`src/sv/lpr_pkg.sv`:
```
// ----------------------------------------------------------------------------
// lpr_pkg: shared types and constants
// Frame count, widths, controller states and the scan result record used by
// the page replacement engine.
// ----------------------------------------------------------------------------
package lpr_pkg;

  // frame store geometry
  localparam int unsigned FRAMES    = 16;
  localparam int unsigned PAGE_BITS = 16;
  localparam int unsigned IDX_W     = $clog2(FRAMES);
  localparam int unsigned RANK_W    = IDX_W;

  // frames-in-use register and fault counter
  localparam int unsigned LIMIT_W   = 5;
  localparam logic [LIMIT_W-1:0] LIMIT_RESET = LIMIT_W'(3);
  localparam int unsigned FAULT_W   = 32;

  // controller states
  typedef enum logic [2:0] {
    ST_IDLE,
    ST_SCAN,
    ST_LAST,
    ST_DECIDE,
    ST_UPD,
    ST_UPD_LAST
  } lpr_state_e;

  // what the lookup scan has found so far
  typedef struct packed {
    logic                 found;
    logic [IDX_W-1:0]     found_idx;
    logic [RANK_W-1:0]    found_rank;
    logic                 empty;
    logic [IDX_W-1:0]     empty_idx;
    logic                 victim;
    logic [IDX_W-1:0]     victim_idx;
    logic [RANK_W-1:0]    victim_rank;
    logic [PAGE_BITS-1:0] victim_page;
  } scan_res_t;

endpackage

```
`src/sv/lpr_ram.sv`:
```
// ----------------------------------------------------------------------------
// lpr_ram: simple dual-port synchronous RAM
// One write port and one read port, read data registered.
// ----------------------------------------------------------------------------
module lpr_ram #(
  parameter int unsigned WIDTH = 16,
  parameter int unsigned DEPTH = 16
) (
  input  logic                     clk_i,
  input  logic                     we_i,
  input  logic [$clog2(DEPTH)-1:0] waddr_i,
  input  logic [WIDTH-1:0]         wdata_i,
  input  logic                     re_i,
  input  logic [$clog2(DEPTH)-1:0] raddr_i,
  output logic [WIDTH-1:0]         rdata_o
);

  logic [WIDTH-1:0] mem [DEPTH];
  logic [WIDTH-1:0] rdata_q;

  // write port
  always_ff @(posedge clk_i) begin
    if (we_i) begin
      mem[waddr_i] <= wdata_i;
    end
  end

  // registered read port
  always_ff @(posedge clk_i) begin
    if (re_i) begin
      rdata_q <= mem[raddr_i];
    end
  end

  assign rdata_o = rdata_q;

endmodule

```
`src/sv/lpr_scan.sv`:
```
// ----------------------------------------------------------------------------
// lpr_scan: lookup scan accumulator
// Takes one frame per cycle while en_i is set, as it returns from the stores,
// and keeps the first matching, first empty and least recently used frame.
// ----------------------------------------------------------------------------
module lpr_scan (
  input  logic                           clk_i,
  input  logic                           rst_ni,
  input  logic                           clr_i,
  input  logic                           en_i,
  input  logic [lpr_pkg::IDX_W-1:0]      idx_i,
  input  logic                           valid_i,
  input  logic                           match_i,
  input  logic [lpr_pkg::RANK_W-1:0]     rank_i,
  input  logic [lpr_pkg::PAGE_BITS-1:0]  page_i,
  output lpr_pkg::scan_res_t             res_o
);
  import lpr_pkg::*;

  scan_res_t res_d, res_q;

  // fold one frame into the running result
  always_comb begin
    res_d = res_q;
    if (clr_i) begin
      res_d.found  = 1'b0;
      res_d.empty  = 1'b0;
      res_d.victim = 1'b0;
    end else if (en_i) begin
      if (valid_i) begin
        if (!res_q.found && match_i) begin
          res_d.found      = 1'b1;
          res_d.found_idx  = idx_i;
          res_d.found_rank = rank_i;
        end
        // oldest wins, first frame on a tie
        if (!res_q.victim || (rank_i > res_q.victim_rank)) begin
          res_d.victim      = 1'b1;
          res_d.victim_idx  = idx_i;
          res_d.victim_rank = rank_i;
          res_d.victim_page = page_i;
        end
      end else if (!res_q.empty) begin
        res_d.empty     = 1'b1;
        res_d.empty_idx = idx_i;
      end
    end
  end

  always_ff @(posedge clk_i or negedge rst_ni) begin
    if (!rst_ni) begin
      res_q <= '0;
    end else begin
      res_q <= res_d;
    end
  end

  assign res_o = res_q;

endmodule

```
`src/sv/lru_page_replacement.sv`:
```
// ----------------------------------------------------------------------------
// lru_page_replacement: LRU page frame replacement engine
// Sequence after start is taken (L = clamped frames in use): L scan reads,
// one drain, one decision, a 16-entry rank sweep and a final write; done_o
// pulses in the same cycle that busy falls. No new word is taken while busy,
// so each word waits for the sequential frame scan and the rank sweep.
// The receiver cannot stall; results are never held back.
// Reset clears valid bits, fault count and control; stores need no clearing.
// ----------------------------------------------------------------------------
module lru_page_replacement (
  input  logic                           clk_i,
  input  logic                           rst_ni,
  input  logic                           frames_in_use_we_i,
  input  logic [lpr_pkg::LIMIT_W-1:0]    frames_in_use_i,
  input  logic                           start,
  output logic                           busy,
  input  logic [lpr_pkg::PAGE_BITS-1:0]  page_number_i,
  output logic                           done_o,
  output logic                           hit_o,
  output logic [lpr_pkg::IDX_W-1:0]      frame_index_o,
  output logic                           evicted_valid_o,
  output logic [lpr_pkg::PAGE_BITS-1:0]  evicted_page_o,
  output logic [lpr_pkg::FAULT_W-1:0]    fault_count_o
);
  import lpr_pkg::*;

  lpr_state_e state_q, state_d;

  logic [LIMIT_W-1:0]   limit_cfg_q;
  logic [LIMIT_W-1:0]   limit;
  logic [LIMIT_W-1:0]   limit_m1;
  logic [PAGE_BITS-1:0] page_q;
  logic [IDX_W-1:0]     idx_q, idx_d;
  logic                 rd_vld_q;
  logic [IDX_W-1:0]     rd_idx_q;
  logic [FRAMES-1:0]    valid_q;
  logic [FAULT_W-1:0]   fault_q;
  logic [IDX_W-1:0]     target_q;
  logic [RANK_W-1:0]    old_rank_q;
  logic                 age_all_q;
  logic                 hit_q;
  logic                 ev_valid_q;
  logic [PAGE_BITS-1:0] ev_page_q;
  logic                 done_q;

  logic                 accept;
  logic                 issue;
  logic                 scan_en;
  logic                 sweep_en;
  logic                 last_issue;
  logic [PAGE_BITS-1:0] page_rd;
  logic [RANK_W-1:0]    rank_rd;
  logic                 page_we;
  logic                 rank_we;
  logic [RANK_W-1:0]    rank_wdata;
  logic                 rd_frame_valid;
  logic [IDX_W-1:0]     target_d;
  scan_res_t            scan_res;

  assign accept = start && !busy;

  // frames-in-use register
  always_ff @(posedge clk_i or negedge rst_ni) begin
    if (!rst_ni) begin
      limit_cfg_q <= LIMIT_RESET;
    end else if (frames_in_use_we_i) begin
      limit_cfg_q <= frames_in_use_i;
    end
  end

  // clamp limit to 1 .. FRAMES
  always_comb begin
    limit = limit_cfg_q;
    if (limit_cfg_q == '0) begin
      limit = LIMIT_W'(1);
    end else if (limit_cfg_q > LIMIT_W'(FRAMES)) begin
      limit = LIMIT_W'(FRAMES);
    end
  end
  assign limit_m1 = limit - LIMIT_W'(1);

  // next state
  always_comb begin
    state_d = state_q;
    unique case (state_q)
      ST_IDLE:     if (accept) state_d = ST_SCAN;
      ST_SCAN:     if ({1'b0, idx_q} == limit_m1) state_d = ST_LAST;
      ST_LAST:     state_d = ST_DECIDE;
      ST_DECIDE:   state_d = ST_UPD;
      ST_UPD:      if (idx_q == IDX_W'(FRAMES - 1)) state_d = ST_UPD_LAST;
      ST_UPD_LAST: state_d = ST_IDLE;
      default:     state_d = ST_IDLE;
    endcase
  end

  // per-state controls
  always_comb begin
    issue      = 1'b0;
    scan_en    = 1'b0;
    sweep_en   = 1'b0;
    last_issue = 1'b0;
    idx_d      = idx_q;
    busy       = 1'b1;
    unique case (state_q)
      ST_IDLE: begin
        busy  = 1'b0;
        idx_d = '0;
      end
      ST_SCAN: begin
        issue      = 1'b1;
        scan_en    = rd_vld_q;
        last_issue = ({1'b0, idx_q} == limit_m1);
        idx_d      = last_issue ? '0 : idx_q + IDX_W'(1);
      end
      ST_LAST: begin
        scan_en = rd_vld_q;
      end
      ST_DECIDE: begin
        idx_d = '0;
      end
      ST_UPD: begin
        issue    = 1'b1;
        sweep_en = rd_vld_q;
        idx_d    = idx_q + IDX_W'(1);
      end
      ST_UPD_LAST: begin
        sweep_en = rd_vld_q;
      end
      default: begin
        busy = 1'b1;
      end
    endcase
  end

  // state, read pipeline tag and captured page
  always_ff @(posedge clk_i or negedge rst_ni) begin
    if (!rst_ni) begin
      state_q  <= ST_IDLE;
      idx_q    <= '0;
      rd_vld_q <= 1'b0;
      rd_idx_q <= '0;
    end else begin
      state_q  <= state_d;
      idx_q    <= idx_d;
      rd_vld_q <= issue;
      rd_idx_q <= idx_q;
    end
  end

  always_ff @(posedge clk_i) begin
    if (accept) begin
      page_q <= page_number_i;
    end
  end

  // frame chosen for this reference
  always_comb begin
    if (scan_res.found) begin
      target_d = scan_res.found_idx;
    end else if (scan_res.empty) begin
      target_d = scan_res.empty_idx;
    end else begin
      target_d = scan_res.victim_idx;
    end
  end

  // page store: read during scan, written with the new page on a fault
  assign page_we = (state_q == ST_DECIDE) && !scan_res.found;

  lpr_ram #(
    .WIDTH (PAGE_BITS),
    .DEPTH (FRAMES)
  ) u_page_ram (
    .clk_i   (clk_i),
    .we_i    (page_we),
    .waddr_i (target_d),
    .wdata_i (page_q),
    .re_i    (issue),
    .raddr_i (idx_q),
    .rdata_o (page_rd)
  );

  // rank store: read during scan and sweep, written back during sweep
  assign rd_frame_valid = valid_q[rd_idx_q];

  always_comb begin
    rank_wdata = rank_rd;
    if (rd_idx_q == target_q) begin
      rank_wdata = '0;
    end else if (age_all_q || (rank_rd < old_rank_q)) begin
      rank_wdata = rank_rd + RANK_W'(1);
    end
  end
  assign rank_we = sweep_en && (rd_frame_valid || (rd_idx_q == target_q));

  lpr_ram #(
    .WIDTH (RANK_W),
    .DEPTH (FRAMES)
  ) u_rank_ram (
    .clk_i   (clk_i),
    .we_i    (rank_we),
    .waddr_i (rd_idx_q),
    .wdata_i (rank_wdata),
    .re_i    (issue),
    .raddr_i (idx_q),
    .rdata_o (rank_rd)
  );

  // lookup accumulator
  lpr_scan u_scan (
    .clk_i   (clk_i),
    .rst_ni  (rst_ni),
    .clr_i   (accept),
    .en_i    (scan_en),
    .idx_i   (rd_idx_q),
    .valid_i (rd_frame_valid),
    .match_i (page_rd == page_q),
    .rank_i  (rank_rd),
    .page_i  (page_rd),
    .res_o   (scan_res)
  );

  // decision: valid bits, fault count and sweep controls
  always_ff @(posedge clk_i or negedge rst_ni) begin
    if (!rst_ni) begin
      valid_q <= '0;
      fault_q <= '0;
    end else if (state_q == ST_DECIDE && !scan_res.found) begin
      if (fault_q != '1) begin
        fault_q <= fault_q + FAULT_W'(1);
      end
      if (scan_res.empty) begin
        valid_q[scan_res.empty_idx] <= 1'b1;
      end
    end
  end

  always_ff @(posedge clk_i) begin
    if (state_q == ST_DECIDE) begin
      target_q   <= target_d;
      hit_q      <= scan_res.found;
      age_all_q  <= !scan_res.found && scan_res.empty;
      old_rank_q <= scan_res.found ? scan_res.found_rank : scan_res.victim_rank;
      ev_valid_q <= !scan_res.found && !scan_res.empty;
      ev_page_q  <= (!scan_res.found && !scan_res.empty) ? scan_res.victim_page : '0;
    end
  end

  // result strobe after the last rank write
  always_ff @(posedge clk_i or negedge rst_ni) begin
    if (!rst_ni) begin
      done_q <= 1'b0;
    end else begin
      done_q <= (state_q == ST_UPD_LAST);
    end
  end

  assign done_o          = done_q;
  assign hit_o           = hit_q;
  assign frame_index_o   = target_q;
  assign evicted_valid_o = ev_valid_q;
  assign evicted_page_o  = ev_page_q;
  assign fault_count_o   = fault_q;

`ifndef SYNTH
  // a word is only delivered once the engine has gone idle
  a_done_idle: assert property (@(posedge clk_i) disable iff (!rst_ni)
    done_o |-> !busy)
    else $error("result delivered while busy");

  // hit and eviction exclude each other, no page reported without eviction
  a_hit_evict: assert property (@(posedge clk_i) disable iff (!rst_ni)
    done_o |-> !(hit_o && evicted_valid_o) && (evicted_valid_o || evicted_page_o == '0))
    else $error("inconsistent hit and eviction");

  // a fault that lands in an empty frame leaves that frame valid
  a_fill_valid: assert property (@(posedge clk_i) disable iff (!rst_ni)
    done_o && !hit_o |-> valid_q[frame_index_o])
    else $error("filled frame not marked valid");

  // taking a word starts the scan
  a_start: assert property (@(posedge clk_i) disable iff (!rst_ni)
    start && !busy |=> state_q == ST_SCAN)
    else $error("start not taken");
`endif

endmodule

```
`config.mk`:
```
export PLATFORM = sky130hd
export DESIGN_NAME = lru_page_replacement
export DESIGN_NICKNAME = d
export VERILOG_FILES = /design/src/sv/lpr_pkg.sv /design/src/sv/lpr_ram.sv /design/src/sv/lpr_scan.sv /design/src/sv/lru_page_replacement.sv
export SDC_FILE = /design/constraint.sdc
export NUM_CORES = 1
export LEC_CHECK = 0
export BUFFER_PORTS_ARGS = -buffer_cell sky130_fd_sc_hd__buf_2
export CAP_MARGIN = 10
export CORE_ASPECT_RATIO = 2
export CORE_MARGIN = 10
export CORE_UTILIZATION = 55
export DETAILED_ROUTE_END_ITERATION = 16
export PLACE_DENSITY = 0.75
export SYNTH_ARGS = -nofsm -noshare
export SYNTH_HDL_FRONTEND = slang
export SYNTH_SLANG_ARGS = --single-unit
```
`constraint.sdc`:
```
create_clock -name clk_i -period 2.8 [get_ports clk_i]
set_input_delay 0.14 -clock clk_i [delete_from_list [all_inputs] [get_ports clk_i]]
set_output_delay 0.14 -clock clk_i [all_outputs]
set_load 0.03 [all_outputs]
```
# After elaboration in Yosys (flattened, before gate mapping)
# Memories as Yosys holds them, arrays and structs flattened. A register that Yosys moved wholly into a read port is not among the register bits.
# Index checks and enable logic that the tools add are counted.
# word_totals
output_inout_bits	56
n_memories	2
register_bits	148
wordCells	122
ramBits	320
inputBits	25
# classes
bitwise_logic	4
n_mux	35
n_reduce_logical	33
magnitude_cmp	6
eq_ne	14
add_sub_neg	4
# mem_list
name	words	word_bits	rd	rd_ports_with_merged_regs	write_ports	line_no	text
u_page_ram.mem	16	16	1	1	1	lpr_ram.sv:18	logic [WIDTH-1:0] mem [DEPTH];
u_rank_ram.mem	16	4	1	1	1	lpr_ram.sv:18	
# op_table
cell	count
$mux 25	2
$mux 39	1
$add 32x1->32 const B	1
$ne 32x32->1 const B	1
$mux 4	7
$mux 9	2
$eq 16x16->1	1
$or 16x16->16	1
$mux 5	3
$pmux 3 s5	1
$mux 1	13
$pmux 4 s3	1
$reduce_and 4->1	3
$lt 4x5->1 const B	2
$mux 3	3
$reduce_and 3->1	3
$add 4x1->4 const B	2
$ne 2x2->1 const B	4
$reduce_bool 2->1	4
$reduce_or 2->1	4
$logic_and 1x1->1	7
$eq 3x2->1 const B	2
$eq 3x3->1 const B	2
$reduce_and 2->1	3
other kinds (17)	23

# Longest topological paths before layout
# Gate-level depths: netlist of the first run.
# depth
word_depth	7
mapped_depth	10
depth_no_buf	9

# Hierarchy
# Synthesis of the first run repeated with hierarchy kept, for this count alone.
# hier_totals
cells_unflattened	1109
area_unflattened_um2	19931.6
# modules_own_cells
mod	n_inst	cells_each	seq_area_each_um2	area_per_inst_um2
lpr_ram (u_page_ram)	1	432	8167.8	10202.3
lru_page_replacement	1	444	2945.3	5345.1
lpr_ram (u_rank_ram)	1	130	2042.0	2706.3
lpr_scan	1	103	975.9	1677.9

# Worst setup path before layout of the first run
# Ideal clock, no wire load.
# synth_path
path_type	flip-flop to flip-flop
startpoint	register state_q[2]
endpoint	memory u_page_ram.mem[12][0], enable pin
arrival_ps	2365
n_path_buf	1
path_stages_with_launch	7
period_less_slack_ps	2774
setup_time_ps	409
setup_slack_ps	26
required_time_ps	2391
path_cell_list	dfrtp_1 clkbuf_1 nor2b_1 nand2_1 nor2_1 nand3_1 nor3_1
# synth_between
elab_chain_cells	4
# synth_rtl
element	line_no	text
from (decl)	lru_page_replacement.sv:27	lpr_state_e state_q, state_d;
from (signal assigned)	lru_page_replacement.sv:143	state_q <= state_d;
$eq 3x2->1	lru_page_replacement.sv:168	assign page_we = (state_q == ST_DECIDE) && !scan_res.found;
$logic_and 1x1->1	lru_page_replacement.sv:168	
$mux 1	lpr_ram.sv:23	if (we_i) begin
$mux 1 (not written as such)	lpr_ram.sv:24	mem[waddr_i] <= wdata_i;
to (decl)	lpr_ram.sv:18	
# No other way between the ends.

# Worst setup path after layout of the first run
# layout_path
startpoint	register rd_idx_q[0]
endpoint	register u_scan.res_q (netlist bit u_scan.res_o[19])
# layout_between
elab_chain_cells	3
# layout_rtl
element	line_no	text
from (decl)	lru_page_replacement.sv:35	logic [IDX_W-1:0] rd_idx_q;
from (signal assigned)	lru_page_replacement.sv:146	rd_idx_q <= idx_q;
$bmux 1 s4	lru_page_replacement.sv:184	assign rd_frame_valid = valid_q[rd_idx_q];
$mux 1 (not written as such)	lru_page_replacement.sv:184	
$reduce_and 4->1 (no source line)	--	
to (signal assigned)	lpr_scan.sv:54	res_q <= res_d;
to (decl)	lpr_scan.sv:20	scan_res_t res_d, res_q;
# No other way between the ends. The select of a mux whose other input is x is not followed.
# A chain may end at the register's enable or synchronous reset.

==> flow_metrics.py, run 1 <==
metrics = {
    "timing": {
        "fin_crit_ns": 2.65,
        "rsz0062_at_grt": "false",
        "worst_pin_slew_ns": 1.08,
        "setup_viol": 0,
        "final_max_slew_viol_count": 0,
        "clock-skew-final_ns": 0.0180,
        "maxClockFrequency_mhz": 378,
        "slew_headroom_pct": 27.4,
        "finalHoldViolCount": 0,
        "timing.final.crit_share_pct": 94.6,
        "tns_ns": 0,
    },
    "worst_setup_path": {
        "critPathArrivalTime_ns": 3.08,
        "path_max_fanout": 24,
        "cpPeakStageDelay_ns": 0.70,
        "slowest_stage": "mux4_1",
        "cp.required_ns": 3.23,
        "reg2regPathDepth": 6,
        "cp-endpoint": "u_scan.res_o[19]$_DFFE_PN0P_",
        "cp_cell_sequence": "buf_4 > mux4_1 > o22ai_2 > or2_4 > or3_4 > mux2_2",
        "startpoint_type": "register",
        "crit_start": "rd_idx_q[0]$_DFF_PN0_",
        "worstReg2RegStart": "rd_idx_q[0]$_DFF_PN0_",
        "worstSetupPathType": "register to register",
        "r2r_end": "u_scan.res_o[19]$_DFFE_PN0P_",
        "cp-end-kind": "register",
        "r2r_slack_ns": 0.15,
    },
    "detailed_routing": {
        "initialDrtViolationCount": 786,
        "via_per_inst": 6.02,
        "num_vias": 11200,
        "routed_wl_microns": 46000,
        "wl_per_cell_microns": 24.7,
        "drtAntennaViolNets": 0,
        "drcViolationCount": 0,
        "firstDrtPassIters": 5,
    },
    "clock_network": {
        "cts_sinks": 488,
        "insertion_delay_ns": 0.55,
        "cts_tree": "built",
        "cts_buffers": 42,
        "clock_path_buffers": 3,
        "clkSlewWorstSetupHoldPaths_ns": 0.07,
        "cts_root_buffer": "clkbuf_16",
        "cts_max_level": 2,
    },
    "global_route": {
        "gr-usage-met3_pct": 2.76,
        "grt_max_degree": 53,
        "grtUsageTotal_pct": 20.4,
        "grt_use_met2_pct": 39.0,
        "antenna_found_initial": 0,
        "gr-total-overflow": 0,
        "busiest_layer": "met2",
        "grt_pass1_vias": 12100,
        "globalRouteMet1Util_pct": 21.7,
        "grt_pass1_wl_microns": 69500,
    },
    "hold_path": {
        "min_path_type": "input port to async pin",
    },
    "place": {
        "io_buffer_count": 80,
        "dp.cells": 1760,
        "dpl.hpwl_microns": 30800,
        "place.gp.congestion": 0.862,
    },
    "outcome": {
        "status": "finished, final reports clean",
    },
    "synth": {
        "syn_area_per_cell_sq_um": 16.3,
        "synth-xor-area-share_pct": 2.47,
        "synth-edff-count": 383,
        "syn_area_sq_um": 19800,
        "yosysSeqAreaShare_pct": 71.2,
        "ys_ff_latch": 488,
        "synth_nets": 1252,
        "yosysUniqueCellTypes": 66,
        "async_flop_share_pct": 21.5,
        "synth_ff_type": "edfxtp_1",
        "yosys_warnings": 0,
        "synth_fa_ha_area_share_pct": 0.694,
        "netlist_instances": 1216,
        "synth_compound_area_share_pct": 5.41,
        "synth_mux_area_share_pct": 12.0,
        "synth_top_family_by_area": "multiplexers",
        "synthSimpleGateAreaFrac_pct": 6.42,
    },
    "floorplan": {
        "rows": 98,
        "die_h_microns": 289,
        "fp.dieW_microns": 154,
        "dieArea_sq_um": 44500,
        "ioPinCount": 81,
        "core-area_sq_um": 35700,
        "initial_utilization_pct": 55.6,
    },
    "power_and_ir_drop": {
        "vdd_ir_drop_max_mv": 0.832,
        "powerDensity_nw_per_um2": 936,
        "p_leak_nw": 8.70,
    },
    "layout": {
        "layout-drive-gt1-share_pct": 23.4,
        "nets": 1419,
        "n_antenna_cell": 0,
        "final_cells": 1866,
        "syn_to_final_growth_pct": 16.0,
    },
    "job": {
        "maxCapViolCount": 0,
    },
}
[synth_stat cells, types with 2 or more instances]
cell / instances / area share (%)
dfrtp_1: 103 / 13
o21bai_1: 2 / 0.076
buf_1: 7 / 0.13
a22oi_1: 20 / 0.76
inv_1: 21 / 0.40
a31o_2: 3 / 0.13
o31ai_1: 3 / 0.11
or3_2: 2 / 0.076
o21a_1: 5 / 0.19
and3_1: 8 / 0.25
nor3_1: 13 / 0.33
nand2b_1: 6 / 0.19
nand3b_1: 3 / 0.11
nor2_1: 54 / 1.0
clkbuf_1: 37 / 0.70
buf_6: 2 / 0.11
o21ai_0: 43 / 1.1
nand3_1: 21 / 0.53
a41o_1: 3 / 0.15
mux4_1: 3 / 0.40
xnor2_1: 30 / 1.3
a221oi_1: 20 / 0.88
edfxtp_1: 383 / 58
nand2_1: 81 / 1.5
and2_1: 18 / 0.57
mux2_4: 19 / 1.4
xor2_1: 26 / 1.1
ha_1: 11 / 0.69
o41ai_1: 3 / 0.13
a21o_1: 12 / 0.45
nor4_1: 6 / 0.19
buf_12: 2 / 0.20
dfstp_2: 2 / 0.26
mux2_2: 34 / 1.9
mux2i_1: 72 / 3.6
a21oi_1: 31 / 0.78
and4_1: 6 / 0.26
nand4_1: 12 / 0.38
mux4_2: 41 / 4.7
buf_2: 8 / 0.20
nor3b_1: 3 / 0.11
or3_1: 2 / 0.063
nor2b_1: 12 / 0.38
[final cells by class]
cell class,instances,area (sq um)
clock buffer,55,1150
clock inverter,22,287
fill,2409,12700
inverter,21,78.8
multi-input combinational,651,5390
sequential,488,14100
tap,450,563
timing repair buffer,179,1410
[cell families (layout without fill, tap and decap cells)]
group           Yosys count  in the layout
flops                   488            488
simple gates            255            255
mux                     169            169
compound gates          160            160
buf+inv                  77            277
xor+xnor                 56             56
fa+ha+maj                11             11
[metrics by stage]
stage | setup slack, ns | util [%] | hold slack, ns | cell area (sq um) | total power [mW]
after detailed placement | 0.133 | 59.6 | 0.244 | 21300 | 15.6
after global routing | 0.0302 | 64.5 | 0.218 | 23000 | 22.4
after global placement | 0.212 | 59.6 | 0.239 | 21300 | 15.5
final | 0.153 | 64.5 | 0.179 | 23000 | 21.5
after floorplan | 0.0257 | - | -0.156 | 19800 | 13.6
after CTS | 0.0980 | 64.5 | 0.197 | 23000 | 21.6
[critical path: cells and delay by family (launching register included)]
| kind | cells | cell delay, ns |
|---|---|---|
| and+or+nand+nor | 2 | 0.63 |
| buffers and inverters | 1 | 0.21 |
| muxes | 2 | 1.10 |
| DFF | 1 | 0.40 |
| AOI/OAI and AO/OA | 1 | 0.19 |
[how the worst min path moves through the flow]
stage,from,endpoint,slack (ns),cells past startpoint
after floorplan,rst_ni,done_o$_DFF_PN0_,-0.16,0
after global placement,rst_ni,fault_count_o[29]$_DFFE_PN0P_,0.24,1
after detailed placement,rst_ni,fault_count_o[27]$_DFFE_PN0P_,0.24,1
after CTS,rst_ni,fault_count_o[28]$_DFFE_PN0P_,0.20,2
after global routing,rst_ni,fault_count_o[28]$_DFFE_PN0P_,0.22,2
final,rst_ni,fault_count_o[28]$_DFFE_PN0P_,0.18,2
[registers in the layout (all words and copies together), names as in the netlist, 3 cells and up]
name                flops
old_rank_q              4
u_scan.res_o           39
page_q                 16
limit_cfg_q             5
u_rank_ram.rdata_o      4
u_page_ram.mem        256
fault_count_o          32
u_rank_ram.mem         64
valid_q                16
idx_q                   4
evicted_page_o         16
frame_index_o           4
u_page_ram.rdata_o     16
state_q                 3
rd_idx_q                4
[power breakdown]
part | internal [mW] | switching [mW] | leakage (nW)
Clock | 3.49 | 2.54 | 0.697
Sequential | 8.99 | 0.754 | 4.84
Combinational | 2.51 | 3.25 | 3.16
Total | 15.0 | 6.54 | 8.70
[timing repair]
| item | 4_1_cts | 5_1_grt |
|---|---|---|
| setup buffers | 0 | 0 |
| setup endpoints to repair | 0 | 16 |
| gates resized for setup | 0 | 1 |
| hold buffers | 29 | 0 |
| endpoints found under the hold margin | 70 | 0 |
[cells in the final DEF, fill, tap and decap left out, types with 8 or more instances in the layout]
master,instances
mux2i_1,72
a21o_1,12
buf_4,56
nand2_1,81
a221oi_1,20
xnor2_1,30
buf_2,79
dlygate4sd3_1,29
buf_12,15
clkbuf_1,9
a21oi_1,31
mux2_4,19
mux4_2,41
inv_1,21
nor2b_1,11
and2_1,18
edfxtp_1,383
nand3_1,21
o21ai_0,43
mux2_2,34
and3_1,8
nand4_1,12
xor2_1,26
nor2_1,53
nor3_1,11
dfrtp_1,101
clkbuf_16,43
a22oi_1,20
ha_1,11
[metal layers]
metal | routed length (microns) | vias up
met1 | 16200 | 5725
li1 | - | 5002
met4 | 1960 | 0
met5 | 0 | -
met2 | 25700 | 389
met3 | 2170 | 111
Note: power is estimated with default switching activity, not from simulation.
==> inputs of run 2 (changes only) <==
CTS_CLUSTER_DIAMETER = 60   (was default)
GPL_TIMING_DRIVEN = 0   (was default)
clock period = 2.2 ns   (was 2.8 ns; I/O delays follow)
==> run 2 against run 1 <==
  * The run now ends with setup timing left
  * Worst hold slack got worse by 0.078 ns
  * Sequential share of layout area shrank 3.8 points
  * Combinational power increased by 69%
  * Register-to-register slack worse by 0.41 ns
  * Power grew 36%
  * Critical path depth up 1
  * Sequential cell count did not move
  * Setup slack worse by 0.41 ns
  * Via count rose by 7.8%
  * Sequential power is 26% higher
  * Critical path type unchanged
  * Highest routed layer unchanged
==> flow_metrics.py, run 2 (same netlist as run 1, synthesis figures left out) <==
metrics = {
    "outcome": {
        "status": "finished, violations left",
        "violations": "setup timing",
    },
    "power_and_ir_drop": {
        "powerDensity_nw_per_um2": 1190,
        "vdd_ir_drop_max_mv": 0.850,
        "power_mw": 29.3,
        "p_leak_nw": 9.25,
    },
    "worst_setup_path": {
        "critPathArrivalTime_ns": 2.89,
        "cp-endpoint": "u_scan.res_o[31]$_DFFE_PN0P_",
        "r2r_end": "u_scan.res_o[31]$_DFFE_PN0P_",
        "cp_top_family": "simple AND/OR/NAND/NOR gates",
        "worstReg2RegStart": "state_q[0]$_DFFE_PN0P_",
        "r2r_slack_ns": -0.26,
        "cp.required_ns": 2.63,
        "slowest_stage": "or4_4",
        "cp-end-kind": "register",
        "worstSetupPathType": "register to register",
        "cpPeakStageDelay_ns": 0.53,
        "worst-path-stages": 7,
        "crit_start": "state_q[0]$_DFFE_PN0P_",
        "worstPathBufferInverterCount": 1,
        "cp_cell_sequence": "nor3_2 > nand2_2 > nand4_1 > or4_4 > nor4_4 > buf_4 > mux2_4",
        "path_max_fanout": 6,
        "startpoint_type": "register",
        "reg2regPathDepth": 7,
    },
    "timing": {
        "rsz0062_at_grt": "true",
        "worst_hold_slack_ns": 0.101,
        "fin_crit_ns": 2.46,
        "worst_pin_slew_ns": 0.841,
        "timing.final.crit_share_pct": 112,
        "fin_ws_ns": -0.256,
        "clock-skew-final_ns": 0.0126,
        "setup_viol": 136,
        "final_max_slew_viol_count": 0,
        "tns_ns": -10.15,
        "maxClockFrequency_mhz": 407,
        "slew_headroom_pct": 43.7,
        "finalHoldViolCount": 0,
    },
    "clock_network": {
        "cts_max_level": 2,
        "cts_root_buffer": "clkbuf_16",
        "cts_sinks": 488,
        "clkSlewWorstSetupHoldPaths_ns": 0.07,
        "insertion_delay_ns": 0.56,
        "cts_buffers": 41,
        "clock_path_buffers": 3,
        "cts_tree": "built",
    },
    "detailed_routing": {
        "initialDrtViolationCount": 1055,
        "firstDrtPassIters": 5,
        "num_vias": 12100,
        "wl_per_cell_microns": 27.3,
        "routed_wl_microns": 53500,
        "via_per_inst": 6.18,
        "drcViolationCount": 0,
        "drtAntennaViolNets": 0,
    },
    "global_route": {
        "grtUsageTotal_pct": 22.8,
        "grt_pass1_vias": 12800,
        "antenna_found_initial": 0,
        "gr-total-overflow": 0,
        "grt_max_degree": 93,
        "grt_pass1_wl_microns": 77400,
    },
    "job": {
        "maxCapViolCount": 0,
    },
    "place": {
        "dpl-instance-area_sq_um": 21200,
        "place.gp.congestion": 0.871,
        "io_buffer_count": 80,
        "dp.cells": 1758,
        "pre_cts_slack_ns": -1.10,
        "dpl.hpwl_microns": 34000,
    },
    "layout": {
        "fillers": 2177,
        "final_cells": 1958,
        "layout_common_cells": "edfxtp_1 (383), dfrtp_1 (98), buf_4 (89), buf_2 (81), nand2_1 (74)",
        "syn_to_final_growth_pct": 23.6,
        "layout-drive-gt1-share_pct": 33.8,
        "final_common_cell": "edfxtp_1",
        "largest-register": "u_page_ram.mem",
        "multi_input_area_sq_um": 6040,
        "n_antenna_cell": 0,
        "largest_reg_flops": 256,
        "final_util_pct": 68.7,
        "nets": 1513,
        "regArea_sq_um": 14100,
        "fin_area_sq_um": 24500,
    },
    "floorplan": {
        "die_h_microns": 289,
        "fp.dieW_microns": 154,
        "rows": 98,
        "core-area_sq_um": 35700,
        "dieArea_sq_um": 44500,
        "ioPinCount": 81,
        "initial_utilization_pct": 55.6,
    },
    "hold_path": {
        "min_path_type": "input port to async pin",
    },
}
==> run 2: cell count changes in the layout (fill, tap and decap cells not counted), moves of 8 or more <==
cell and change:
buf_4 +33, buf_6 +18, clkbuf_1 +8, clkbuf_2 +8
mux2_2 -10, mux2_4 +10, nor2_1 -38, nor2_4 +32
==> run 2: what timing repair did <==
| action | 4_1_cts | 5_1_grt |
|---|---|---|
| setup buffers | 55 | 48 |
| hold endpoints to repair | 125 | 0 |
| pin swaps | 28 | 33 |
| endpoints found under the setup margin | 516 | 464 |
| resized for setup | 151 | 90 |
| hold buffers | 30 | 0 |
| gates cloned | 1 | 3 |
==> run 2: layout make-up <==
type / instances / share of cell area (%)
flip-flops and latches: 488 / 57.6
multi-input cells: 651 / 24.6
repair buffers: 226 / 8.12
clock buffers: 56 / 4.93
well taps: 450 / 2.30
plain buffers: 48 / 1.47
clock inverters: 18 / 0.551
inverters: 21 / 0.367
==> run 2: layer usage <==
layer  up-vias  routed length [microns]  GRT usage (%)
met3       180                     2810           3.59
met1      6180                    17300           22.9
met4         0                     3510           14.0
met2       542                    29900           42.8
li1       5200                        -              -
met5         -                        0              0
==> run 2: report_power, final <==
part / switching, mW / internal [mW] / leakage, nW
Clock: 3.31 / 4.00 / 0.645
Combinational: 5.53 / 4.18 / 3.76
Sequential: 0.834 / 11.4 / 4.84
Total: 9.67 / 19.6 / 9.25
==> run 2: worst min path at each step <==
stage	cells past startpoint	startpoint	slack, ns	end
final	3	rst_ni	0.10	fault_count_o[24]$_DFFE_PN0P_
after global routing	3	rst_ni	0.19	fault_count_o[26]$_DFFE_PN0P_
after CTS	3	rst_ni	0.18	fault_count_o[24]$_DFFE_PN0P_
after detailed placement	1	rst_ni	-0.03	u_scan.res_o[6]$_DFFE_PN0P_
after global placement	1	page_number_i[1]	0.29	page_q[1]$_DFFE_PP_
after floorplan	0	rst_ni	-0.19	done_o$_DFF_PN0_
==> run 2: worst register-to-register path: cells and delay by family (launching register included) <==
family	cells	cell delay, ns
mux	1	0.31
flops	1	0.45
buf+inv	1	0.21
simple gates	5	1.37
